==> config.mk <==
export PLATFORM = sky130hd
export DESIGN_NAME = ght_front
export DESIGN_NICKNAME = d
export VERILOG_FILES = /design/src/ght_pkg.sv /design/src/ght_front.sv
export SDC_FILE = /design/constraint.sdc
export NUM_CORES = 1
export LEC_CHECK = 0
export ABC_AREA = 1
export BUFFER_PORTS_ARGS = -buffer_cell sky130_fd_sc_hd__buf_2
export CAP_MARGIN = 20
export CORE_ASPECT_RATIO = 0.8
export CORE_UTILIZATION = 41
export DETAILED_ROUTE_END_ITERATION = 16
export PLACE_DENSITY = 0.79
export SLEW_MARGIN = 20
export SYNTH_ARGS = -nofsm -noshare
export SYNTH_HDL_FRONTEND = slang
export SYNTH_SLANG_ARGS = --single-unit
==> constraint.sdc <==
create_clock -name clk -period 8.4 [get_ports clk]
set_clock_uncertainty 0.15 [all_clocks]
set_input_delay 0.84 -clock clk [delete_from_list [all_inputs] [get_ports clk]]
set_output_delay 0.84 -clock clk [all_outputs]
set_load 0.05 [all_outputs]
==> src/ght_pkg.sv <==
// ----------------------------------------------------------------------------
// ght_pkg: shared types and constants of the generational handle table
// Operation and status codes, the packed id layout, the slot row layout and
// the command beat that travels from the front end to the engine.
// ----------------------------------------------------------------------------
`default_nettype none

package ght_pkg;

	// Field widths fixed by the interface
	localparam int TYPE_W        = 8;
	localparam int GEN_W         = 16;
	localparam int HANDLE_PORT_W = 32;
	localparam int ID_W          = 64;
	localparam int ID_SLOT_W     = 24;
	localparam int ID_TYPE_LSB   = 56;
	localparam int ID_GEN_LSB    = 32;
	localparam int OP_W          = 2;
	localparam int STATUS_W      = 2;

	// Capacity register
	localparam int             CFG_W     = 9;
	localparam logic [CFG_W-1:0] CFG_RESET = 9'd256;
	localparam int             CFG_MAX   = (1 << CFG_W) - 1;

	// A slot at this generation is retired for good
	localparam logic [GEN_W-1:0] GEN_RETIRED = 16'hFFFF;

	// Operation codes
	localparam logic [OP_W-1:0] OP_ASSIGN = 2'd0;
	localparam logic [OP_W-1:0] OP_LOOKUP = 2'd1;
	localparam logic [OP_W-1:0] OP_DETACH = 2'd2;

	// Status codes
	localparam logic [STATUS_W-1:0] ST_OK        = 2'd0;
	localparam logic [STATUS_W-1:0] ST_FULL      = 2'd1;
	localparam logic [STATUS_W-1:0] ST_NOT_FOUND = 2'd2;

	// Command queue depth
	localparam int CMDQ_DEPTH = 2;
	localparam int CMDQ_PTR_W = 1;
	localparam int CMDQ_CNT_W = 2;

	// Work kinds decided by the front end
	typedef enum logic [1:0] {
		K_ASSIGN = 2'd0,
		K_LOOKUP = 2'd1,
		K_DETACH = 2'd2,
		K_REJECT = 2'd3
	} cmd_kind_t;

	// Command beat: rtype is the type to store on assign, else the id's type
	typedef struct packed {
		cmd_kind_t                  kind;
		logic [TYPE_W-1:0]          rtype;
		logic [HANDLE_PORT_W-1:0]   handle;
		logic [ID_SLOT_W-1:0]       slot;
		logic [GEN_W-1:0]           gen;
	} cmd_t;

	// One slot row of the metadata memory
	typedef struct packed {
		logic              occ;
		logic [TYPE_W-1:0] rtype;
		logic [GEN_W-1:0]  gen;
	} meta_t;

endpackage

`default_nettype wire

==> src/ght_front.sv <==
// ----------------------------------------------------------------------------
// ght_front: input stage of the handle table
// Accepts request beats, runs the checks that need no table access (slot
// bound, expected type, unknown operation) and hands commands to the queue.
// ----------------------------------------------------------------------------
`default_nettype none

module ght_front #(
	parameter int DEPTH = 256
) (
	input  wire logic                                clk,
	input  wire logic                                arst_n,
	input  wire logic [$clog2(DEPTH+1)-1:0]          cap,
	input  wire logic                                init_done,
	input  wire logic                                in_valid,
	output      logic                                in_ready,
	input  wire logic [ght_pkg::OP_W-1:0]            operation,
	input  wire logic [ght_pkg::TYPE_W-1:0]          type_code,
	input  wire logic [ght_pkg::HANDLE_PORT_W-1:0]   resource_handle,
	input  wire logic [ght_pkg::ID_W-1:0]            packed_id,
	output      logic                                push,
	output      ght_pkg::cmd_t                       push_cmd,
	input  wire logic                                q_full
);
	import ght_pkg::*;

	logic                  v_s1;
	cmd_t                  cmd_s1;
	cmd_t                  cls;
	logic                  in_range;
	logic                  type_ok;
	logic [TYPE_W-1:0]     id_type;
	logic                  take;

	assign id_type  = packed_id[ID_TYPE_LSB +: TYPE_W];
	assign in_range = packed_id[ID_SLOT_W-1:0] < ID_SLOT_W'(cap);
	assign type_ok  = id_type == type_code;

	// Classify the request
	always_comb begin
		cls.kind   = K_REJECT;
		cls.rtype  = id_type;
		cls.handle = resource_handle;
		cls.slot   = packed_id[ID_SLOT_W-1:0];
		cls.gen    = packed_id[ID_GEN_LSB +: GEN_W];
		case (operation)
			OP_ASSIGN: begin
				cls.kind  = K_ASSIGN;
				cls.rtype = type_code;
			end
			OP_LOOKUP: begin
				if (in_range && type_ok) begin
					cls.kind = K_LOOKUP;
				end
			end
			OP_DETACH: begin
				if (in_range) begin
					cls.kind = K_DETACH;
				end
			end
			default: begin
				cls.kind = K_REJECT;
			end
		endcase
	end

	// Hold off inputs during the clearing pass and while the stage is stuck
	assign in_ready = init_done && (!v_s1 || !q_full);
	assign take     = in_valid && in_ready;
	assign push     = v_s1 && !q_full;
	assign push_cmd = cmd_s1;

	always_ff @(posedge clk or negedge arst_n) begin
		if (!arst_n) begin
			v_s1 <= 1'b0;
		end else if (take) begin
			v_s1 <= 1'b1;
		end else if (push) begin
			v_s1 <= 1'b0;
		end
	end

	always_ff @(posedge clk) begin
		if (take) begin
			cmd_s1 <= cls;
		end
	end

endmodule

`default_nettype wire

==> out/qor.csv <==
stage,metric,value,unit
critical_path,"Max FO, Critical Path",2,
drt,DRT antenna net count,0,
drt,Max Used Layer,met4,
yosys,area of the mapped netlist,3060,um2
layout,most frequent cells in the layout,"buf_2 (187), edfxtp_1 (82), nand2_1 (34)",
yosys,YS warnings,0,
clock_network,CTS buffer count,9,
job,max-cap violations,0,
grt,first-pass GRT wire length,10200,um
hold_path,Hold WC Path Type,input pin to async pin,
layout,FILL cells,554,
yosys,register area share after synthesis,0.813,
timing,final setup vio count,0,
grt,global route overflow,0,
placed_design,DP Worst Slack,6.00,ns
pwr,Power Total,0.898,mW
timing,actual slew at the worst max-slew pin,0.574,ns
placed_design,GP Congestion,0.783,
grt,gr usage total,0.179,
placed_design,PortBufs,187,
critical_path,Critical Path AT,1.41,ns
grt,initial antenna violation count,0,
layout,share of layout cells above drive strength 1,0.538,
timing,RSZ-0062 raised after global routing,false,
timing,Setup TNS Final,0,ns
critical_path,CP Data Required Time,7.41,ns
layout,multi-input logic area,484,um2
drt,DR pass1 iterations,4,
die,FP Rows,27,
clock_network,"Reg clk slew, reported paths",0.09,ns
drt,vias per std cell,4.54,
yosys,Syn Area/Cell,15.7,um2
layout,Final #Nets,523,
clock_network,htree depth,3,
timing,fin worst setup slack,6.00,ns
drt,met2 wire len,3830,um
timing,Fmax achieved,0.417,GHz
die,Die Footprint,7820,um2
yosys,Synth Register Bits,83,
drt,vias post-DR,2212,
clock_network,Longest Clk Path Bufs,2,
pwr,Pleak,1.98,nW
pwr,maximum VDD drop,0.0771,mV
grt,vias in the first global route,2090,
yosys,distinct cell type count after synthesis,22,
yosys,Synth Flop Type,edfxtp_1,
die,Ports,204,
timing,Max-slew headroom,0.617,
clock_network,Root Driver,clkbuf_8,
timing,Final Hold Viols,0,
grt,largest net degree at the start of global routing,49,
layout,"commonest non-fill, non-tap cell in the layout",buf_2,
clock_network,CTS tree,yes,
drt,wl on met1,2540,um
layout,Syn-to-layout area delta,41.3,%
die,Die Span Y,79.3,um
die,core area,7060,um2
clock_network,CTS Hold Bufs,0,
die,Initial Utilization,0.433,
outcome,outcome,"finished, final reports clean",
clock_network,later-pin clock latency in the skew report,0.34,ns
drt,routed wl met3,576,um
yosys,syn nets,323,
critical_path,CP Capture Type,primary output,
drt,routed len/inst,14.4,um
layout,Layout Utilization,0.612,
clock_network,Resized cells post-CTS,0,
drt,DR DRC count,0,
critical_path,Critical Path Source Type,input pin,
critical_path,WS Path Type,input pin to primary output,
layout,Storage cell area,2490,um2
die,die width,98.6,um
yosys,cell count after synthesis,195,
timing,crit share post-route,0.285,
clock_network,Setup Buffers After CTS,0,
layout,diodes inserted,0,
pwr,Pwr per Cell Area,208,nW/um2
drt,Initial DRC Count,58,
yosys,"EDFF count, synth",82,
clock_network,Clock Sinks,83,
yosys,ys async rst share,0.0120,
timing,fin. max-slew vios,0,
timing,minimum clock period,2.40,ns
placed_design,HPWL Detailed,5460,um
drt,Total Wirelength,7010,um
## Yosys cell counts, types with 2 or more instances
master | number | share of area
edfxtp_1 | 82 | 0.80
nand2_1 | 34 | 0.042
inv_1 | 21 | 0.026
nor2_1 | 17 | 0.021
ha_1 | 8 | 0.033
o21ai_0 | 7 | 0.011
inv_2 | 4 | 0.0049
nand3_1 | 3 | 0.0049
o21ai_1 | 3 | 0.0049
xnor2_1 | 3 | 0.0086
a21oi_1 | 2 | 0.0033
## power by group
group          internal (mW)  total, mW  switching, mW
logic                 0.0376      0.134         0.0968
registers              0.477      0.481        0.00401
clock network          0.139      0.282          0.144
total                  0.653      0.898          0.244
## critical path, cell delays in order
cell and delay, ns:
buf_2 0.10, nand2_1 0.07, inv_1 0.06, nor2_1 0.08, buf_2 0.26
## through the flow
| step | cell area (um2) | cells | hold slack, ns |
|---|---|---|---|
| 6_report | 4320 | 487 | 0.106 |
| 5_1_grt | 4320 | 487 | 0.0778 |
| 4_1_cts | 4320 | 487 | 0.0868 |
| 3_5_place_dp | 4130 | 471 | 0.394 |
| 3_3_place_gp | 4130 | 471 | 0.336 |
| 2_1_floorplan | 3060 | 195 | 0.317 |
## logic make-up (layout without fill, tap and decap cells)
family | after synthesis | after routing | synth area share
AND/OR/NAND/NOR | 63 | 63 | 0.0932
buffers and inverters | 25 | 230 | 0.0307
AO/OA/AOI/OAI | 13 | 13 | 0.0221
XOR/XNOR | 3 | 3 | 0.00859
adder cells (fa/ha/maj) | 8 | 8 | 0.0327
flip-flops | 83 | 83 | 0.813
## state kept, by name (all words and copies together) (netlist names)
register	flops
v_s1	1
push_cmd	82
## layer usage
metal,track usage,vias up
li1,-,1079
met1,0.180,1032
met2,0.339,93
met3,0.0739,8
met4,0.0537,0
met5,0,-
## layout make-up
class	instances	share of cell area
sequential	83	0.575
tap	87	0.0252
clock inverter	7	0.0174
timing repair buffer	189	0.220
clock buffer	9	0.0286
multi-input combinational	87	0.112
inverter	25	0.0217
## worst paths after layout
check / slack [ns] / endpoint / depth (start not counted) / from
min: 0.11 / v_s1$_DFFE_PN0P_ / 1 / arst_n
min reg2reg: 0.40 / v_s1$_DFFE_PN0P_ / 2 / v_s1$_DFFE_PN0P_
max reg2reg: 6.71 / push_cmd[11]$_DFFE_PP_ / 4 / v_s1$_DFFE_PN0P_
max: 6.00 / in_ready / 5 / q_full
min in group clk: 0.40 / v_s1$_DFFE_PN0P_ / 2 / v_s1$_DFFE_PN0P_
max in group asynchronous: 7.91 / v_s1$_DFFE_PN0P_ / 1 / arst_n
Power figures use the tool's default switching activity.
