### src/ght_pkg.sv
// ----------------------------------------------------------------------------
// ght_pkg: shared types and constants of the generational handle table
// Operation and status codes, the packed id layout, the slot row layout and
// the command beat that travels from the front end to the engine.
// ----------------------------------------------------------------------------
`default_nettype none

package ght_pkg;

	// Field widths fixed by the interface
	localparam int TYPE_W        = 8;
	localparam int GEN_W         = 16;
	localparam int HANDLE_PORT_W = 32;
	localparam int ID_W          = 64;
	localparam int ID_SLOT_W     = 24;
	localparam int ID_TYPE_LSB   = 56;
	localparam int ID_GEN_LSB    = 32;
	localparam int OP_W          = 2;
	localparam int STATUS_W      = 2;

	// Capacity register
	localparam int             CFG_W     = 9;
	localparam logic [CFG_W-1:0] CFG_RESET = 9'd256;
	localparam int             CFG_MAX   = (1 << CFG_W) - 1;

	// A slot at this generation is retired for good
	localparam logic [GEN_W-1:0] GEN_RETIRED = 16'hFFFF;

	// Operation codes
	localparam logic [OP_W-1:0] OP_ASSIGN = 2'd0;
	localparam logic [OP_W-1:0] OP_LOOKUP = 2'd1;
	localparam logic [OP_W-1:0] OP_DETACH = 2'd2;

	// Status codes
	localparam logic [STATUS_W-1:0] ST_OK        = 2'd0;
	localparam logic [STATUS_W-1:0] ST_FULL      = 2'd1;
	localparam logic [STATUS_W-1:0] ST_NOT_FOUND = 2'd2;

	// Command queue depth
	localparam int CMDQ_DEPTH = 2;
	localparam int CMDQ_PTR_W = 1;
	localparam int CMDQ_CNT_W = 2;

	// Work kinds decided by the front end
	typedef enum logic [1:0] {
		K_ASSIGN = 2'd0,
		K_LOOKUP = 2'd1,
		K_DETACH = 2'd2,
		K_REJECT = 2'd3
	} cmd_kind_t;

	// Command beat: rtype is the type to store on assign, else the id's type
	typedef struct packed {
		cmd_kind_t                  kind;
		logic [TYPE_W-1:0]          rtype;
		logic [HANDLE_PORT_W-1:0]   handle;
		logic [ID_SLOT_W-1:0]       slot;
		logic [GEN_W-1:0]           gen;
	} cmd_t;

	// One slot row of the metadata memory
	typedef struct packed {
		logic              occ;
		logic [TYPE_W-1:0] rtype;
		logic [GEN_W-1:0]  gen;
	} meta_t;

endpackage

`default_nettype wire

### src/ght_cmd_fifo.sv
// ----------------------------------------------------------------------------
// ght_cmd_fifo: command queue between front end and engine
// A short first-in first-out queue of classified command beats.
// ----------------------------------------------------------------------------
`default_nettype none

module ght_cmd_fifo (
	input  wire logic           clk,
	input  wire logic           arst_n,
	input  wire logic           push,
	input  wire ght_pkg::cmd_t  push_cmd,
	output      logic           full,
	input  wire logic           pop,
	output      logic           head_valid,
	output      ght_pkg::cmd_t  head_cmd
);
	import ght_pkg::*;

	cmd_t                    entry_q [CMDQ_DEPTH];
	logic [CMDQ_PTR_W-1:0]   wr_ptr_q;
	logic [CMDQ_PTR_W-1:0]   rd_ptr_q;
	logic [CMDQ_CNT_W-1:0]   count_q;
	logic                    do_push;
	logic                    do_pop;

	assign full       = count_q == CMDQ_CNT_W'(CMDQ_DEPTH);
	assign head_valid = count_q != '0;
	assign head_cmd   = entry_q[rd_ptr_q];
	assign do_push    = push && !full;
	assign do_pop     = pop && head_valid;

	// Advance pointers and occupancy
	always_ff @(posedge clk or negedge arst_n) begin
		if (!arst_n) begin
			wr_ptr_q <= '0;
			rd_ptr_q <= '0;
			count_q  <= '0;
		end else begin
			if (do_push) begin
				wr_ptr_q <= (wr_ptr_q == CMDQ_PTR_W'(CMDQ_DEPTH - 1)) ? '0
					: CMDQ_PTR_W'(wr_ptr_q + 1'b1);
			end
			if (do_pop) begin
				rd_ptr_q <= (rd_ptr_q == CMDQ_PTR_W'(CMDQ_DEPTH - 1)) ? '0
					: CMDQ_PTR_W'(rd_ptr_q + 1'b1);
			end
			if (do_push && !do_pop) begin
				count_q <= CMDQ_CNT_W'(count_q + 1'b1);
			end else if (do_pop && !do_push) begin
				count_q <= CMDQ_CNT_W'(count_q - 1'b1);
			end
		end
	end

	// Store the beat
	always_ff @(posedge clk) begin
		if (do_push) begin
			entry_q[wr_ptr_q] <= push_cmd;
		end
	end

endmodule

`default_nettype wire

### config.mk
export PLATFORM = sky130hd
export DESIGN_NAME = ght_cmd_fifo
export DESIGN_NICKNAME = d
export VERILOG_FILES = /design/src/ght_pkg.sv /design/src/ght_cmd_fifo.sv
export SDC_FILE = /design/constraint.sdc
export NUM_CORES = 1
export LEC_CHECK = 0
export ABC_CLOCK_PERIOD_IN_PS = 9200
export BUFFER_PORTS_ARGS = -buffer_cell sky130_fd_sc_hd__buf_2
export CORE_ASPECT_RATIO = 1.2
export CORE_UTILIZATION = 50
export CTS_BUF_LIST = sky130_fd_sc_hd__clkbuf_8
export DETAILED_ROUTE_END_ITERATION = 6
export GPL_ROUTABILITY_DRIVEN = 0
export GPL_TIMING_DRIVEN = 0
export MAX_ROUTING_LAYER = met4
export PLACE_DENSITY = 0.76
export SYNTH_ARGS = -nofsm -noshare
export SYNTH_HDL_FRONTEND = slang
export SYNTH_SLANG_ARGS = --single-unit
### constraint.sdc
create_clock -name clk -period 9.2 [get_ports clk]
set_input_delay 0.92 -clock clk [delete_from_list [all_inputs] [get_ports clk]]
set_output_delay 0.92 -clock clk [all_outputs]
set_load 0.03 [all_outputs]
==> reports/metrics.yaml, run 1 <==
coreArea_um2: 12600
power_density_nw_per_um2: 345
reg2reg_slack_ps: 7320
portBuffers: 169
drive_gt1_frac: 0.622
worstSkewPairLatency_ps: 440
nets: 553
synth_seq_cells: 168
cts_tree: "built"
worstMarginPinSlew_ps: 686
synth.distinct_cells: 16
cts.clk_slew.worst_paths_ps: 90
synth_xor_xnor_area_share: 0.00677
syn_avg_cell_area_um2: 23.6
ir_drop_v: 0.000178
dr.pass1.iters: 4
fillCellCount: 926
rows: 45
period_needed_ps: 2620
die_area_um2: 13400
avgViaCountPerCell: 4.90
numCtsBuffers: 17
slew_headroom: 0.542
vias: 3153
cp_data_required_time_ps: 8280
worstSetupPathType: "register to primary output"
fp.dieW_um: 106
htreeDepth: 4
wirelength_um: 10700
drtIter0Drc: 111
hold_path.class: "input port to async pin"
syn_nets: 361
power_w: 0.00278
setup_tns_ps: 0
synth_area_um2: 6460
synth_simple_gate_area_share: 0.00523
synth_warnings: 0
start_util: 0.513
cts.path.max_buffers: 2
grt_max_degree: 59
leakage_nw: 3.24
io_pins: 170
seqPwrFrac: 0.392
grt_use_total: 0.169
muxShareOfSynthArea: 0.183
crit_path_end_kind: "primary output"
antenna_found_initial: 1
status: "finished clean"
p_int_w: 0.00176
synth_top_family_by_area: "multiplexers"
areaGrowthSynthToFinish_pct: 24.5
final_common_cell: "buf_2"
synth_fa_ha_area_frac: 0.00194
post-dp-hpwl_um: 7340
swShare: 0.366
post-route-period-util: 0.284
multi_input_area_um2: 1290
post_cts_buffers: 0
timing.fmax_mhz: 382
post_cts_resized: 0
antenna_left: 0
synth_compound_area_frac: 0
hold_viol: 0
clkSinkCount: 168
grt_pass1_vias: 3379
startpoint_type: "register"
gr-total-overflow: 0
cp_max_fo: 10
reg2regPathDepth: 4
final_cell_mix: "buf_2, edfxtp_1, mux2_4"
wl_per_cell_um: 16.6
p_switching_w: 0.00102
grt_first_pass_wirelength_um: 16000
finalSetupViolations: 0
cap_violations: 0
combPwrFrac: 0.420
r2r_end: "entry_q[0][3]"
synth_cells: 274
seq_area_um2: 5020
ctsHoldBuffers: 0
worst_clock_skew_ps: 11.2
root_buffer: "clkbuf_8"
r2r_start: "count_q[0]"
rsz0062_at_grt: "no"
ys_seq_area_frac: 0.777
remaining_drc_errors: 0
p_clk_frac: 0.188
die_h_um: 127
cp.arrival_ps: 1700
drv_slew: 0
-- how the worst max path moves through the flow --
stage	from	endpoint	slack, ps
CTS	rd_ptr_q	head_cmd[11]	6530
floorplan	push	entry_q[0][0]	4250
global placement	push	entry_q[0][23]	2380
detailed placement	push	entry_q[0][70]	6910
global route	rd_ptr_q	head_cmd[11]	6490
finish	rd_ptr_q	head_cmd[11]	6580
-- through the flow --
stage                     hold slack [ps]   util  cell area [um^2]  std cells  setup WS (ps)
after floorplan                       456      -              6460        274           4250
after global placement                472  0.596              7520        607           2380
after detailed placement              488  0.606              7640        611           6910
after CTS                             236  0.638              8050        643           6530
after global routing                  233  0.638              8050        644           6490
final                                 272  0.638              8050        644           6580
-- kinds of logic (layout without fill, tap and decap cells) --
family	count (synthesis)	in the layout
DFF	168	168
other	0	1
muxes	82	82
and+or+nand+nor	7	7
xor gates and xnor gates	5	5
buffers and inverters	11	216
adders and majority gates	1	1
-- sequential cells by signal (all words and copies together) (netlist names) --
name and flops:
count_q 2, entry_q 164, rd_ptr_q 1, wr_ptr_q 1
-- critical path: stages (launching register included) --
cell	delay, ps
dfrtp_1	370
buf_6	220
buf_12	180
mux2_4	310
buf_2	190
-- Yosys cell counts --
master	instances	area (um^2)
edfxtp_1	164	4920
mux2_4	70	1050
mux2_2	12	135
buf_12	7	140
dfrtp_1	4	100
xnor2_1	3	26.3
inv_1	2	7.51
nand2_1	2	7.51
nor2_1	2	7.51
xor2_1	2	17.5
and3_1	1	6.26
buf_2	1	5.00
buf_6	1	11.3
ha_1	1	12.5
nand2b_1	1	6.26
or2_2	1	6.26
-- metal layers --
layer,track usage,routed length [um],vias to the layer above
li1,-,-,1472
met1,0.170,4080,1563
met2,0.298,5740,109
met3,0.0627,758,9
met4,0.0596,104,0
met5,-,0,-
-- area by class of cell --
cell class / count / share of cell area
Multi-Input combinational cell: 95 / 0.160
Clock buffer: 17 / 0.0291
Inverter: 2 / 0.000933
Timing Repair Buffer: 173 / 0.119
Sequential cell: 168 / 0.624
Clock inverter: 15 / 0.0215
Buffer: 9 / 0.0194
Tap cell: 164 / 0.0255
Antenna cell: 1 / 0.000311
-- power groups by stage --
| stage | combinational, W | sequential (W) | clock, W |
|---|---|---|---|
| 2_1_floorplan | 0.000891 | 0.00111 | 0 |
| 6_report | 0.00117 | 0.00109 | 0.000522 |
| 4_1_cts | 0.00119 | 0.00109 | 0.000539 |
| 3_5_place_dp | 0.00118 | 0.00111 | 0 |
| 3_3_place_gp | 0.00113 | 0.00113 | 0 |
| 5_1_grt | 0.00123 | 0.00111 | 0.000563 |
Note: power is estimated with default switching activity, not from simulation.
==> inputs of run 2 (changes only) <==
ABC_CLOCK_PERIOD_IN_PS = 2450   (was 9200)
clock period = 2.45 ns   (was 9.2 ns; I/O delays follow)
==> run 2 against run 1 <==
Compared with the run above: via count increased by 11%; cell area up 9.9%; global-route usage increased by 1.3 points; clock skew fell by 0.79 ps; total power grew to 3.8 times the previous value; wire length is 7.9% higher; first-iteration DRC count unchanged; flip-flop and latch count stayed put; clock power rose to 3.8 times the previous value; combinational power rose to 3.8 times the previous value; count of clock-buffer cells in the layout is 2 higher; largest power group unchanged; highest routed layer unchanged.
==> reports/metrics.yaml, run 2 (synthesis results as in run 1) <==
status: "finished clean"
die_h_um: 127
drv_slew: 0
r2r_end: "entry_q[0][18]"
vias: 3490
placed_cells: 610
grt_use_met3: 0.0468
period_needed_ps: 1960
post-route-period-util: 0.799
root_buffer: "clkbuf_8"
grt_first_pass_wirelength_um: 17600
largestRegisters: "entry_q: 164 flops, count_q: 2 flops"
hold_viol: 0
antenna_left: 0
grtUsageMet1: 0.204
num_antenna_cells: 0
finalSetupViolations: 0
worstSetupPathType: "register to register"
worstMarginPinSlew_ps: 738
cpPeakStageDelay_ps: 590
post_cts_resized: 0
wl_per_cell_um: 15.9
seq_area_um2: 5020
start_util: 0.513
timing.final.ws_setup_ps: 492
startpoint_type: "register"
rows: 45
combPwrFrac: 0.422
nets: 635
largest-register: "entry_q"
setup_tns_ps: 0
drtIter0Drc: 111
path_cells: "nand2b_1 -> nand2_1 -> nor2_4 -> buf_12"
rsz0062_at_grt: "no"
fillCellCount: 817
timing.fmax_mhz: 511
largest_reg_flops: 164
final_cell_mix: "buf_2, edfxtp_1, dlygate4sd3_1"
post-dp-hpwl_um: 7180
coreArea_um2: 12600
r2r_start: "count_q[0]"
p_clk_frac: 0.190
grt_max_degree: 61
reg2reg_slack_ps: 490
stdcell_count: 725
p_int_w: 0.00686
worstSkewPairLatency_ps: 430
cts.clk_slew.worst_paths_ps: 90
seqPwrFrac: 0.388
drive_gt1_frac: 0.526
worst_clock_skew_ps: 10.5
remaining_drc_errors: 0
fp.dieW_um: 106
cp_max_fo: 30
avgViaCountPerCell: 4.81
crit_end: "entry_q[0][18]"
cp_data_required_time_ps: 2570
cts_tree: "built"
preCtsSetupSlack_ps: 475
io_pins: 170
gr-total-overflow: 0
multi_input_area_um2: 1290
die_area_um2: 13400
htreeDepth: 4
cts.path.max_buffers: 2
antenna_found_initial: 0
crit_path_end_kind: "register"
final_common_cell: "buf_2"
p_switching_w: 0.00370
grt_util_met2: 0.312
ir_drop_v: 0.000765
cap_violations: 0
portBuffers: 169
grt_use_total: 0.182
grt_busiest_layer: "met2"
swShare: 0.350
numCtsBuffers: 17
reg2regPathDepth: 4
slew_headroom: 0.507
whs_path_depth: 3
cp_slowest_cell: "nor2_4"
worstSetupStartpoint: "count_q[0]"
areaGrowthSynthToFinish_pct: 36.8
dr.pass1.iters: 4
hold_path.class: "input port to register"
grt_pass1_vias: 3652
clkSinkCount: 168
wirelength_um: 11500
leakage_nw: 3.58
power_density_nw_per_um2: 1190
cp.arrival_ps: 2080
[run 2: changes by cell type in the layout (fill, tap and decap cells not counted), sizes merged, moves of 2 or more]
cell	before	now
dlygate4sd3	0	83
clkbuf	17	19
inv	12	6
clkinvlp	0	3
bufinv	1	3
[run 2: area by class of cell]
class                   instances  share of cell area
flip-flops and latches        168               0.568
clock inverters                13              0.0175
plain buffers                   9              0.0177
clock buffers                  19              0.0296
repair buffers                255               0.197
well taps                     164              0.0232
inverters                       2            0.000849
multi-input cells              95               0.146
[run 2: worst max-delay path: cells and delay by family, from the launching register on]
family                 cells  cell delay [ps]
flip-flops                 1              420
AND/OR/NAND/NOR            3              910
buffers and inverters      1              290
[run 2: worst min-delay path by stage]
stage | from | slack (ps) | endpoint
global placement | arst_n | 50 | rd_ptr_q
global route | pop | 100 | rd_ptr_q
detailed placement | arst_n | 60 | rd_ptr_q
finish | pop | 110 | rd_ptr_q
CTS | pop | 80 | rd_ptr_q
floorplan | arst_n | -50 | count_q[0]
[run 2: timing repair]
action | in CTS | in global routing
endpoints found under the hold margin | 168 | 0
hold buffers | 83 | 0
buffers inserted | 0 | 0
[run 2: power groups by stage]
| stage | clock network [W] | logic [W] | registers, W |
|---|---|---|---|
| final | 0.00200 | 0.00446 | 0.00409 |
| after global routing | 0.00214 | 0.00468 | 0.00415 |
| after CTS | 0.00205 | 0.00450 | 0.00410 |
| after detailed placement | 0 | 0.00438 | 0.00417 |
| after global placement | 0 | 0.00425 | 0.00416 |
| after floorplan | 0 | 0.00336 | 0.00413 |
[run 2: per-layer routing]
metal	share of wire	wire, um
met1	0.40	4570
met3	0.046	526
met4	0.018	206
met2	0.54	6220
met5	0	0
[run 2: per-stage QoR]
stage,total power (W),area [um^2],hold WS [ps],utilization
after global routing,0.0110,8840,98.9,0.701
after floorplan,0.00748,6470,-50.6,-
after CTS,0.0107,8840,77.4,0.701
final,0.0106,8840,109,0.701
after detailed placement,0.00855,7600,56.2,0.602
after global placement,0.00841,7520,49.9,0.597
==> inputs of run 3 (changes only) <==
ABC_CLOCK_PERIOD_IN_PS = 1700   (was 2450)
CORE_UTILIZATION = 49   (was 50)
PLACE_DENSITY = 0.78   (was 0.76)
clock period = 1.7 ns   (was 2.45 ns; I/O delays follow)
==> run 3 against run 2 <==
Compared with the run above: worst hold slack got worse by 58 ps; die area increased by 2.0%; wire length increased by 18%; non-clock buffer count increased by 7; via count increased by 2.6%; cell count increased by 1.2%; the flow now finishes with violations (setup timing); global-route usage increased by 2.3 points; clock power increased by 23%; first-iteration DRC count increased by 15%; count of clock-buffer cells in the layout decreased by 2.
==> reports/metrics.yaml, run 3 (synthesis results as in run 1) <==
cp_common_cell: "buf_12"
violations: "setup timing"
portBuffers: 169
die_area_um2: 13700
largestRegisters: "entry_q: 164 flops, count_q: 2 flops"
cap_violations: 0
die_h_um: 128
rows: 45
timing.fmax_mhz: 549
worstSkewPairLatency_ps: 440
coreArea_um2: 12800
largest_reg_flops: 164
grt_max_degree: 59
start_util: 0.506
numCtsBuffers: 17
worstMarginPinSlew_ps: 676
post-route-period-util: 1.07
path_cells: "buf_12 -> buf_12 -> mux2_4 -> buf_6"
cp.arrival_ps: 1650
rsz0062_at_grt: "yes"
timing.final.ws_setup_ps: -121
ir_drop_v: 0.00110
cts.clk_slew.worst_paths_ps: 80
grt_use_total: 0.205
nets: 644
holdWs_ps: 50.4
startpoint_type: "register"
cp_slowest_cell: "dfrtp_2"
cts.path.max_buffers: 2
final_cell_mix: "edfxtp_1, buf_2, dlygate4sd3_1"
drive_gt1_frac: 0.539
root_buffer: "clkbuf_8"
leakage_nw: 3.76
fp.dieW_um: 107
critPathTopFamily: "buffers and inverters"
cp_max_fo: 10
post-dp-hpwl_um: 7190
antenna_left: 0
hold_path.class: "input port to register"
cpPeakStageDelay_ps: 440
setup_tns_ps: -8030
largest-register: "entry_q"
seqPwrFrac: 0.366
final_area_um2: 9360
dr.pass1.iters: 4
crit_path_end_kind: "primary output"
finalSetupViolations: 80
cts_tree: "built"
p_int_w: 0.0105
wirelength_um: 13600
slew_headroom: 0.549
antenna_found_initial: 0
num_antenna_cells: 0
placed_area_um2: 7610
remaining_drc_errors: 0
gr-total-overflow: 0
grt_pass1_vias: 3905
cp.buffers_inverters: 3
grt_first_pass_wirelength_um: 19500
worstSetupPathType: "register to primary output"
wl_per_cell_um: 18.5
hold_viol: 0
p_switching_w: 0.00578
swShare: 0.355
vias: 3581
avgViaCountPerCell: 4.88
status: "finished with violations"
htreeDepth: 4
drtIter0Drc: 128
clkSinkCount: 168
p_clk_frac: 0.151
final_common_cell: "edfxtp_1"
worst_clock_skew_ps: 12.0
period_needed_ps: 1820
io_pins: 170
cp_data_required_time_ps: 1530
combPwrFrac: 0.483
power_density_nw_per_um2: 1740
areaGrowthSynthToFinish_pct: 44.7
drv_slew: 0
==> run 3: power groups by stage <==
stage | registers [W] | logic, W | clock network [W]
6_report | 0.00596 | 0.00788 | 0.00246
5_1_grt | 0.00603 | 0.00823 | 0.00265
4_1_cts | 0.00595 | 0.00768 | 0.00249
3_5_place_dp | 0.00601 | 0.00633 | 0
3_3_place_gp | 0.00600 | 0.00615 | 0
2_1_floorplan | 0.00596 | 0.00486 | 0
==> run 3: area by class of cell <==
class,count,area [um^2]
inverters,2,7.51
repair buffers,262,2290
clock inverters,15,106
clock buffers,17,234
flip-flops and latches,168,5030
plain buffers,9,171
multi-input cells,97,1320
well taps,164,205
fillers,759,3420
==> run 3: metrics by stage <==
stage / setup slack, ps / instances / total power, W / util
after detailed placement: -205 / 610 / 0.0123 / 0.595
after CTS: -168 / 728 / 0.0161 / 0.725
final: -121 / 734 / 0.0163 / 0.732
after global placement: -1160 / 607 / 0.0122 / 0.590
after floorplan: -534 / 274 / 0.0108 / -
after global routing: -173 / 734 / 0.0169 / 0.732
==> run 3: per-layer routing <==
metal  part of all wire  GRT usage  up-vias  routed length (um)
met1               0.37      0.213     1791                5070
met5                  0          -        -                   0
met3              0.039     0.0478       19                 531
met2               0.57      0.377      119                7740
li1                   -          -     1652                   -
met4              0.016     0.0709        0                 214
==> run 3: worst reg2reg max path, stage by stage (launching register included) <==
cell      delay (ps)
dfrtp_1          420
nand2b_4         190
nand2_4           90
nor2_2           540
==> run 3: repair_timing <==
item	in CTS	in global routing
gates resized for setup	147	23
cloned	2	1
hold buffers	83	0
endpoints found under the hold margin	168	0
pin swaps	2	1
endpoints found under the setup margin	202	139
buffers inserted	1	5
==> run 3: final timing paths <==
path	from	to	slack, ps	depth (start not counted)
worst max-delay path	rd_ptr_q	head_cmd[5]	-120	4
worst min-delay path	pop	rd_ptr_q	50	3
worst max register to register	count_q[0]	entry_q[0][29]	100	3
worst min register to register	count_q[0]	count_q[0]	540	1
max in group asynchronous	arst_n	rd_ptr_q	1460	2
min in group asynchronous	arst_n	count_q[1]	100	2
